### config.mk
export PLATFORM = sky130hd
export DESIGN_NAME = loss_ratio_degrade_alarm_flat
export DESIGN_NICKNAME = d
export VERILOG_FILES = /design/src/rtl/core/lra_pkg.sv /design/src/rtl/core/lra_stream_if.sv /design/src/rtl/core/lra_loss_cmp.sv /design/src/rtl/core/lra_state_ram.sv /design/src/rtl/core/loss_ratio_degrade_alarm.sv /design/src/flat_wrapper.sv
export SDC_FILE = /design/constraint.sdc
export NUM_CORES = 2
export LEC_CHECK = 0
export BUFFER_PORTS_ARGS = -buffer_cell sky130_fd_sc_hd__buf_2
export CORE_AREA = 2 2 504 756
export DETAILED_ROUTE_END_ITERATION = 16
export DIE_AREA = 0 0 506 758
export GPL_TIMING_DRIVEN = 0
export RECOVER_POWER = 50
export SLEW_MARGIN = 10
export SYNTH_ARGS = -nofsm -noshare
export SYNTH_HDL_FRONTEND = slang
export SYNTH_SLANG_ARGS = --single-unit
### constraint.sdc
create_clock -name clk -period 14.8 [get_ports clk]
set_input_delay 2.96 -clock clk [delete_from_list [all_inputs] [get_ports clk]]
set_output_delay 2.96 -clock clk [all_outputs]
set_load 0.1 [all_outputs]
### src/rtl/core/lra_pkg.sv
package lra_pkg;

	localparam int CHANNELS_DEF = 256;
	localparam int PERSIST_DEF  = 3;

	// Run counters hold up to the largest persistence setting (15).
	localparam int RUN_W    = 4;
	localparam int THR_W    = 10;
	localparam int COUNT_W  = 16;
	localparam int PROD_W   = 26;
	localparam int LOSS_MUL = 1000;

	typedef logic [THR_W-1:0]   thr_t;
	typedef logic [COUNT_W-1:0] count_t;
	typedef logic [PROD_W-1:0]  prod_t;
	typedef logic [RUN_W-1:0]   run_t;

	typedef enum logic [1:0] {
		VERDICT_NONE     = 2'd0,
		VERDICT_DEGRADED = 2'd1,
		VERDICT_CLEAN    = 2'd2
	} verdict_t;

	typedef enum logic [1:0] {
		EVENT_NONE  = 2'd0,
		EVENT_RAISE = 2'd1,
		EVENT_CLEAR = 2'd2
	} event_t;

	typedef struct packed {
		logic [7:0] channel;
		logic       channel_in_use;
		count_t     tx_count;
		count_t     rx_count;
	} period_t;

	typedef struct packed {
		logic   degraded_period;
		event_t alarm_event;
		logic   alarm_active;
	} result_t;

	typedef struct packed {
		verdict_t verdict;
		run_t     deg_run;
		run_t     clean_run;
		logic     flag;
	} ch_state_t;

	localparam ch_state_t STATE_RESET = '{
		verdict:   VERDICT_NONE,
		deg_run:   '0,
		clean_run: '0,
		flag:      1'b0
	};

endpackage

### src/rtl/core/lra_stream_if.sv
interface lra_stream_if #(
	parameter type T = logic
);
	logic valid;
	logic ready;
	T     data;

	modport source(output valid, output data, input ready);
	modport sink(input valid, input data, output ready);
endinterface

### src/rtl/core/lra_loss_cmp.sv
module lra_loss_cmp (
	input  logic            clk,
	input  logic            en,
	input  lra_pkg::count_t tx_count,
	input  lra_pkg::count_t rx_count,
	input  lra_pkg::thr_t   threshold,
	output logic            degraded
);
	import lra_pkg::*;

	prod_t  loss_s1;
	prod_t  limit_s1;
	logic   lossy_s1;
	count_t diff;

	assign diff = tx_count - rx_count;

	// Products are registered; the compare runs in the next stage.
	always_ff @(posedge clk) begin
		if (en) begin
			lossy_s1 <= (tx_count != '0) && (rx_count <= tx_count);
			loss_s1  <= PROD_W'(diff) * PROD_W'(LOSS_MUL);
			limit_s1 <= PROD_W'(threshold) * PROD_W'(tx_count);
		end
	end

	assign degraded = lossy_s1 && (loss_s1 > limit_s1);

endmodule

### src/rtl/core/lra_state_ram.sv
module lra_state_ram #(
	parameter int DEPTH  = 256,
	parameter int ADDR_W = 8
) (
	input  logic               clk,
	input  logic               arst_n,
	input  logic               en,
	input  logic [ADDR_W-1:0]  rd_addr,
	input  logic               wr_en,
	input  logic [ADDR_W-1:0]  wr_addr,
	input  lra_pkg::ch_state_t wr_data,
	output lra_pkg::ch_state_t rd_data
);
	import lra_pkg::*;

	ch_state_t          state_mem_q [DEPTH];
	logic [DEPTH-1:0]   entry_vld_q;
	ch_state_t          rd_q;
	logic               rd_vld_q;
	logic [ADDR_W-1:0]  rd_addr_q;
	logic               fwd_vld_q;
	logic [ADDR_W-1:0]  fwd_addr_q;
	ch_state_t          fwd_data_q;

	always_ff @(posedge clk) begin
		if (en) begin
			rd_q <= state_mem_q[rd_addr];
			if (wr_en) begin
				state_mem_q[wr_addr] <= wr_data;
			end
		end
	end

	always_ff @(posedge clk or negedge arst_n) begin
		if (!arst_n) begin
			entry_vld_q <= '0;
			rd_vld_q    <= 1'b0;
			rd_addr_q   <= '0;
			fwd_vld_q   <= 1'b0;
			fwd_addr_q  <= '0;
			fwd_data_q  <= STATE_RESET;
		end else if (en) begin
			rd_vld_q   <= entry_vld_q[rd_addr];
			rd_addr_q  <= rd_addr;
			// Keep the write of this edge: the read issued alongside it sees stale data.
			fwd_vld_q  <= wr_en;
			fwd_addr_q <= wr_addr;
			fwd_data_q <= wr_data;
			if (wr_en) begin
				entry_vld_q[wr_addr] <= 1'b1;
			end
		end
	end

	always_comb begin
		if (fwd_vld_q && (fwd_addr_q == rd_addr_q)) begin
			rd_data = fwd_data_q;
		end else if (rd_vld_q) begin
			rd_data = rd_q;
		end else begin
			rd_data = STATE_RESET;
		end
	end

endmodule

### src/rtl/core/loss_ratio_degrade_alarm.sv
// Channel   Dir  Handshake      Payload
// period    in   valid/ready    channel, channel_in_use, tx_count, rx_count
// result    out  valid/ready    degraded_period, alarm_event, alarm_active
// config    in   we only        degrade_threshold
//
// One period per cycle unless a result stalls; each result is registered twice before output.
// The transfer edge registers the products and reads the channel's state RAM; the next edge
// compares, writes back (forwarding the previous write) and loads the result register.
// Reset clears per-entry valid bits at once; no clearing pass is needed.
// A stalled result holds the whole pipeline; period.ready follows result register space.
module loss_ratio_degrade_alarm #(
	parameter int CHANNELS        = lra_pkg::CHANNELS_DEF,
	parameter int PERSIST_PERIODS = lra_pkg::PERSIST_DEF
) (
	input  logic          clk,
	input  logic          arst_n,
	input  logic          degrade_threshold_we,
	input  lra_pkg::thr_t degrade_threshold,
	lra_stream_if.sink    period,
	lra_stream_if.source  result
);
	import lra_pkg::*;

	localparam int Depth = (CHANNELS < 256) ? CHANNELS : 256;
	localparam int AddrW = (Depth > 1) ? $clog2(Depth) : 1;
	localparam int ChCmpW = 13;

	thr_t       thr_q;
	logic       adv;
	logic       in_xfer;
	logic       vld_s1;
	logic       in_range_s1;
	logic       in_use_s1;
	logic [AddrW-1:0] addr_s1;
	logic       degraded;
	ch_state_t  cur;
	ch_state_t  nxt;
	logic       wr_en;
	result_t    res;
	result_t    res_q;
	logic       out_vld_q;
	run_t       run_inc;
	logic [AddrW-1:0] in_addr;

	always_ff @(posedge clk or negedge arst_n) begin
		if (!arst_n) begin
			thr_q <= '0;
		end else if (degrade_threshold_we) begin
			thr_q <= degrade_threshold;
		end
	end

	assign adv          = !out_vld_q || result.ready;
	assign period.ready = adv;
	assign in_xfer      = period.valid && adv;
	assign in_addr      = AddrW'(period.data.channel);

	lra_loss_cmp u_cmp (
		.clk       (clk),
		.en        (adv),
		.tx_count  (period.data.tx_count),
		.rx_count  (period.data.rx_count),
		.threshold (thr_q),
		.degraded  (degraded)
	);

	lra_state_ram #(
		.DEPTH  (Depth),
		.ADDR_W (AddrW)
	) u_ram (
		.clk     (clk),
		.arst_n  (arst_n),
		.en      (adv),
		.rd_addr (in_addr),
		.wr_en   (wr_en),
		.wr_addr (addr_s1),
		.wr_data (nxt),
		.rd_data (cur)
	);

	always_ff @(posedge clk or negedge arst_n) begin
		if (!arst_n) begin
			vld_s1 <= 1'b0;
		end else if (adv) begin
			vld_s1 <= in_xfer;
		end
	end

	always_ff @(posedge clk) begin
		if (adv) begin
			in_range_s1 <= ChCmpW'(period.data.channel) < ChCmpW'(CHANNELS);
			in_use_s1   <= period.data.channel_in_use;
			addr_s1     <= in_addr;
		end
	end

	always_comb begin
		nxt     = cur;
		wr_en   = 1'b0;
		run_inc = '0;
		res     = '{degraded_period: 1'b0, alarm_event: EVENT_NONE, alarm_active: 1'b0};
		if (vld_s1 && in_range_s1) begin
			if (!in_use_s1) begin
				res.alarm_active = cur.flag;
			end else if (thr_q == '0) begin
				wr_en           = 1'b1;
				nxt.flag        = 1'b0;
				res.alarm_event = EVENT_CLEAR;
			end else if (degraded) begin
				wr_en               = 1'b1;
				res.degraded_period = 1'b1;
				if (cur.verdict == VERDICT_NONE || cur.verdict == VERDICT_DEGRADED) begin
					run_inc = cur.deg_run + run_t'(1);
				end else begin
					run_inc = run_t'(1);
				end
				nxt.verdict = VERDICT_DEGRADED;
				nxt.deg_run = run_inc;
				if (run_inc >= run_t'(PERSIST_PERIODS)) begin
					nxt.deg_run     = '0;
					nxt.clean_run   = '0;
					nxt.flag        = 1'b1;
					res.alarm_event = EVENT_RAISE;
				end
			end else begin
				wr_en       = 1'b1;
				nxt.deg_run = '0;
				if (cur.verdict == VERDICT_NONE || cur.verdict == VERDICT_CLEAN) begin
					run_inc = cur.clean_run + run_t'(1);
				end else begin
					run_inc = run_t'(1);
				end
				nxt.verdict   = VERDICT_CLEAN;
				nxt.clean_run = run_inc;
				if (run_inc >= run_t'(PERSIST_PERIODS)) begin
					nxt.clean_run   = '0;
					nxt.flag        = 1'b0;
					res.alarm_event = EVENT_CLEAR;
				end
			end
			res.alarm_active = wr_en ? nxt.flag : cur.flag;
		end
	end

	always_ff @(posedge clk or negedge arst_n) begin
		if (!arst_n) begin
			out_vld_q <= 1'b0;
		end else if (adv) begin
			out_vld_q <= vld_s1;
		end
	end

	always_ff @(posedge clk) begin
		if (adv) begin
			res_q <= res;
		end
	end

	assign result.valid = out_vld_q;
	assign result.data  = res_q;

	a_raise_sets_flag: assert property (@(posedge clk) disable iff (!arst_n)
		out_vld_q && (res_q.alarm_event == EVENT_RAISE) |-> res_q.alarm_active)
		else $error("raise reported without alarm set");

	a_clear_drops_flag: assert property (@(posedge clk) disable iff (!arst_n)
		out_vld_q && (res_q.alarm_event == EVENT_CLEAR) |-> !res_q.alarm_active)
		else $error("clear reported with alarm still set");

	a_degrade_needs_thr: assert property (@(posedge clk) disable iff (!arst_n)
		out_vld_q && res_q.degraded_period |-> (thr_q != '0) && (res_q.alarm_event != EVENT_CLEAR))
		else $error("degraded period with zero threshold or with a clear");

	a_write_only_when_moving: assert property (@(posedge clk) disable iff (!arst_n)
		wr_en |-> vld_s1 && in_range_s1 && in_use_s1)
		else $error("state write without a live in-use period");

endmodule

### src/flat_wrapper.sv
// flat-port wrapper written by rule: the top's interface ports become plain ports
module loss_ratio_degrade_alarm_flat import lra_pkg::*;
#(
	parameter int CHANNELS        = lra_pkg::CHANNELS_DEF,
	parameter int PERSIST_PERIODS = lra_pkg::PERSIST_DEF
)
  (clk, arst_n, degrade_threshold_we, degrade_threshold, period_valid, period_data, period_ready, result_valid, result_data, result_ready);
  lra_stream_if #(.T(period_t)) period_i ();
  lra_stream_if #(.T(result_t)) result_i ();
  input  logic clk;
  input  logic arst_n;
  input  logic degrade_threshold_we;
  input  lra_pkg::thr_t degrade_threshold;
  input wire logic [$bits(period_i.valid)-1:0] period_valid;
  input wire logic [$bits(period_i.data)-1:0] period_data;
  output wire logic [$bits(period_i.ready)-1:0] period_ready;
  output wire logic [$bits(result_i.valid)-1:0] result_valid;
  output wire logic [$bits(result_i.data)-1:0] result_data;
  input wire logic [$bits(result_i.ready)-1:0] result_ready;
  assign period_i.valid = period_valid;
  assign period_i.data = period_data;
  assign period_ready = period_i.ready;
  assign result_valid = result_i.valid;
  assign result_data = result_i.data;
  assign result_i.ready = result_ready;
  loss_ratio_degrade_alarm #(.CHANNELS(CHANNELS), .PERSIST_PERIODS(PERSIST_PERIODS)) u_core (.clk(clk), .arst_n(arst_n), .degrade_threshold_we(degrade_threshold_we), .degrade_threshold(degrade_threshold), .period(period_i), .result(result_i));
endmodule
== Yosys cells after proc, flatten, opt, wreduce, memory -nomap -nowiden ==
Memories as Yosys holds them, arrays and structs flattened. A register that Yosys moved wholly into a read port is not among the register bits.
Cells that the tools add are included.
Word-level totals
  flip-flop bits (word level): 360
  memory bits (writable): 2816
  input bits: 56
  output and inout bits: 6
  logic and storage cells: 90
  memories: 1
Memories
  u_core.u_ram.state_mem_q: depth 256, bits a word 11, read ports 1, clocked after memory_dff 1, write ports 1, line lra_state_ram.sv:16  | ch_state_t state_mem_q [DEPTH];
Cells by class
  $add $sub $neg: 3
  multiply operators: 2
  order comparisons: 7
  equal/unequal tests: 3
  mux-type cells: 35
  bitwise gates (word level): 3
  reduce and logical (&&, ||, !) cells: 15
Operators by type and width (count)
  OR 256 bit: 1
  2-to-1 mux 11 bit: 5
  2-to-1 mux 4 bit: 10
  greater-than comparator 26 bit: 1
  multiplier 10 x 16 -> 26 bit: 1
  multiplier 16 x 7 -> 23 bit (second input constant): 1
  < comparator 8 x 9 -> 1 bit (second input constant): 2
  <= comparator 16 bit: 1
  nonzero test 16 bit: 1
  subtractor 16 bit: 1
  2-to-1 mux 1 bit: 12
  logical NOT 10 bit: 1
  2-to-1 mux 10 bit: 1
  2-to-1 mux 9 bit: 1
  adder 4 x 1 -> 4 bit (second input constant): 2
  binary-select mux 1 bit (select 8 bit): 1
  demux 1 bit (select 8 bit): 1
  == test 8 bit: 1
  >= comparator 4 x 2 -> 1 bit (second input constant): 2
  >= comparator 8 x 1 -> 1 bit (second input constant): 1
  2-to-1 mux 2 bit: 3
  logical AND 1 bit: 5
  2-to-1 mux 5 bit: 1
  AND reduction 2 bit: 2
  7 further kinds: 10

== Logic depth before layout (Yosys ltp) ==
  depth after elaboration: 16
  depth in mapped cells: 27
  depth with buffers taken out: 26

== Hierarchy ==
From an unflattened synthesis, not the netlist that was laid out.
Second synthesis, totals
  cell total of the unflattened synthesis: 6788
  area total of the unflattened synthesis: 131020.7 um2
By module, submodules not included
  lra_state_ram: times used 1, cells each 5514, area an instance 118891.5 um2, seq. area each 92023.3 um2
  lra_loss_cmp: times used 1, cells each 1179, area an instance 10923.0 um2, seq. area each 1501.4 um2
  loss_ratio_degrade_alarm: times used 1, cells each 95, area an instance 1206.2 um2, seq. area each 690.7 um2

== Worst setup path after synthesis ==
OpenSTA, ideal clock, no wires.
  kind: register to register
  start point: reg u_core.u_ram.rd_addr_q[5]
  end point: mem u_core.u_ram.state_mem_q[0][9] (netlist bit) (data pin)
  setup time: 2.278 ns
  arrival time: 11.945 ns
  required time: 12.522 ns
  setup slack: 0.577 ns
  cell stages (with the launch flop): 7
  path buffers: 1
  period minus slack after synthesis: 14.223 ns
  cell sequence: dfrtp_1 > xor2_1 > nor4_1 > and3_1 > clkbuf_1 > a21oi_1 > a21boi_0
RTL lines
  start: declaration: line lra_state_ram.sv:20  | logic [ADDR_W-1:0] rd_addr_q;
  start signal: assignment: line lra_state_ram.sv:44  | rd_addr_q <= rd_addr;
  end: declaration: line lra_state_ram.sv:16

== Worst setup path after layout ==
  start point: in result_ready
  end point: out period_ready
On the way
  longest elaborated chain between the ends: 1
RTL lines
  start: declaration: line flat_wrapper.sv:19  | input wire logic [$bits(result_i.ready)-1:0] result_ready;
  logical OR 1 bit: line loss_ratio_degrade_alarm.sv:53  | assign adv = !out_vld_q || result.ready;
  end: declaration: line flat_wrapper.sv:16  | output wire logic [$bits(period_i.ready)-1:0] period_ready;
Every way passes these cells.

==> results.sh <==
export IMPL_wl_met3_mm=23.3
export IMPL_holdPathStages=1
export IMPL_path_class="in2out"
export IMPL_ctsResizeCount=0
export IMPL_rsz0062_at_grt="false"
export IMPL_yosysWarnings=0
export IMPL_ff2ff_setup_slack_ns=4.24
export IMPL_worstHoldStart="u_core.u_ram.entry_vld_q[34]$_DFFE_PN0P_"
export IMPL_cp_start_kind="input port"
export IMPL_critPathMaxFanout=58
export IMPL_utilization_pct=39.4
export IMPL_worst_setup_path_end_kind="output port"
export IMPL_ys_ff_latch=3187
export IMPL_wl_mm=372
export IMPL_die_h_um=758
export IMPL_mappedNetlistArea_um2=131000
export IMPL_ys_async_sr_fraction_pct=9.32
export IMPL_wl_met1_mm=125
export IMPL_overflow=0
export IMPL_drtIter0Drc=6804
export IMPL_final_hold_viol_count=0
export IMPL_grt_antenna_before_repair=23
export IMPL_synth_seq_area_share_pct=71.7
export IMPL_fp_dieW_um=506
export IMPL_first_pass_iters=6
export IMPL_initial_utilization_pct=34.9
export IMPL_ctsHoldBuffers=0
export IMPL_top_layer_used="met5"
export IMPL_power_leakage_nw=50.0
export IMPL_ant_nets=0
export IMPL_place_area_um2=141000
export IMPL_final_cell_area_um2=148000
export IMPL_final_nets=7176
export IMPL_finalSetupViolations=0
export IMPL_numCtsBuffers=290
export IMPL_clk_pin_slew_ns=0.06
export IMPL_synthTopCellsByCount="edfxtp_1, mux4_2, nor2_1"
export IMPL_ios=62
export IMPL_setup_slack_ns=3.29
export IMPL_cts_sinks=3187
export IMPL_min_period_ns=11.51
export IMPL_period_share_pct=77.8
export IMPL_cp_required_ns=11.84
export IMPL_yosysMostFrequentCell="edfxtp_1"
export IMPL_grt_pass1_vias=68206
export IMPL_synth_nets=6717
export IMPL_coreArea_um2=376000
export IMPL_rows=276
export IMPL_clock_latency_ns=0.91
export IMPL_clockRootBuffer="clkbuf_16"
export IMPL_hold_class="reg2reg"
export IMPL_port_buffers=60
export IMPL_r2r_end="u_core.u_ram.state_mem_q[177][5]$_DFFE_PP_"
export IMPL_report_final_slew_viol_count=2303
export IMPL_ys_flop_type="edfxtp_1"
export IMPL_fmax_mhz=86.9
export IMPL_arrival_ns=8.55
export IMPL_synth_area_top_cells="edfxtp_1, mux4_2, dfrtp_1"
export IMPL_vias_per_cell=5.39
export IMPL_maxSlewHeadroom_pct=-285
export IMPL_ff2ff_path_depth=16
export IMPL_place_hpwl_mm=265
export IMPL_p_per_area_nw_per_um2=160
export IMPL_die_area_um2=384000
export IMPL_gp_congestion=0.884
export IMPL_status="finished with violations"
export IMPL_dp_cells=11522
export IMPL_cts_tree="built"
export IMPL_synth_distinct_cells=65
export IMPL_via_count=65010
export IMPL_vdd_drop_max_mv=0.238
export IMPL_post_synth_top_area_cell="edfxtp_1"
export IMPL_wire_per_inst_um=30.8
export IMPL_syn_area_per_cell_um2=20.7
export IMPL_drc_errors=0
export IMPL_layout_cells_non_filler=12059
export IMPL_track_usage_pct=19.3
export IMPL_drive_above_1_share_pct=27.7
export IMPL_final_setup_skew_ns=0.0734
export IMPL_clockBufferDepth=4
export IMPL_syn_inst=6353
export IMPL_synth_edf_count=2890
export IMPL_grt_max_degree=95
export IMPL_dp_slack_ns=3.68
export IMPL_worstHoldEndpoint="u_core.u_ram.entry_vld_q[34]$_DFFE_PN0P_"
export IMPL_failed_checks="max-capacitance violations, max-slew violations"
export IMPL_area_growth_pct=12.9
export IMPL_drv_cap=59
export IMPL_yosysTopAreaCellShare_pct=66.1
export IMPL_route_met2_wl_mm=197
export IMPL_postCtsSetupBuffers=0
export IMPL_grt_pass1_wl_mm=524
export IMPL_tightest_slew_ns=5.77
export IMPL_cts_max_level=5
export IMPL_r2r_start="u_core.u_ram.rd_addr_q[2]$_DFFE_PN0N_"
## metrics by stage
stage                     power (mW)  hold WS, ns  TNS (ns)
after floorplan                 14.6        0.434         0
after global placement          16.7        0.444  -9402.61
after detailed placement        16.6        0.448         0
after CTS                       24.0        0.465         0
after global routing            24.8        0.472         0
final                           23.8        0.464         0
## how the worst max path moves through the flow
stage | startpoint | end | cells past startpoint | slack (ns)
after floorplan | u_core.u_ram.rd_addr_q[5]$_DFFE_PN0N_ | u_core.u_ram.state_mem_q[0][9]$_DFFE_PP_ | 6 | 0.58
after global placement | u_core.thr_q[3]$_DFFE_PN0P_ | u_core.u_ram.state_mem_q[164][9]$_DFFE_PP_ | 5 | -13.13
after detailed placement | period_data[16] | u_core.u_cmp.loss_s1[24]$_DFFE_PN_ | 28 | 3.68
after CTS | period_data[16] | u_core.u_cmp.loss_s1[24]$_DFFE_PN_ | 28 | 4.55
after global routing | result_ready | period_ready | 8 | 2.90
final | result_ready | period_ready | 8 | 3.29
## cell usage in the layout, fill, tap and decap left out, types with 45 or more instances in the layout
master     count
inv_1        246
mux4_2      1016
nand2_1      211
fa_1         157
nor2_1       238
dfrtp_1      297
edfxtp_1    2890
clkbuf_1     329
or2_2        260
a21oi_1       54
xnor2_1       45
and2_1        75
buf_2         99
ha_1         151
nor2_2        73
clkbuf_16    297
## routing by layer
layer / global-route usage [%] / vias to the layer above
met2: 35.1 / 2654
li1: - / 26442
met1: 21.4 / 35194
met5: 0 / -
met3: 2.94 / 712
met4: 10.9 / 8
## state kept, by name, summed over array words and instances, names as in the netlist, 4 cells and up
register / count
u_core.u_ram.fwd_data_q: 11
u_core.addr_s1: 8
u_core.thr_q: 10
u_core.u_ram.rd_q: 11
u_core.result.data: 4
u_core.u_cmp.loss_s1: 23
u_core.u_ram.fwd_addr_q: 8
u_core.u_cmp.limit_s1: 26
u_core.u_ram.rd_addr_q: 8
u_core.u_ram.state_mem_q: 2816
u_core.u_ram.entry_vld_q: 256
## final cells by class
cell class                 count  area, µm²
antenna                       22       55.1
buffer                       302       1250
clock buffer                 381       7930
clock inverter               132       1270
fill                       33584     228000
inverter                     247        927
multi-input combinational   2617      35200
sequential                  3187      94200
tap                         5004       6260
timing repair buffer         167       1240
## logic make-up after synthesis
logic type,after synthesis,synth area share (%)
multiplexers,1033,17.6
XOR/XNOR,71,0.473
buffers and inverters,549,1.62
adder cells (fa/ha/maj),311,3.85
AO/OA/AOI/OAI,214,1.10
AND/OR/NAND/NOR,988,3.67
flip-flops,3187,71.7
## critical path, cell delays in order
cell and delay (ns):
buf_2 0.08, nor2b_1 0.08, clkbuf_1 0.30, inv_1 0.15, clkbuf_1 0.51, clkbuf_1 1.14
clkbuf_1 2.52, buf_2 0.77
## power by group
part / switching, mW / internal [mW]
Combinational: 3.60 / 2.06
Sequential: 0.0806 / 10.6
Clock: 3.35 / 4.13
(Power assumes the default switching activity.)
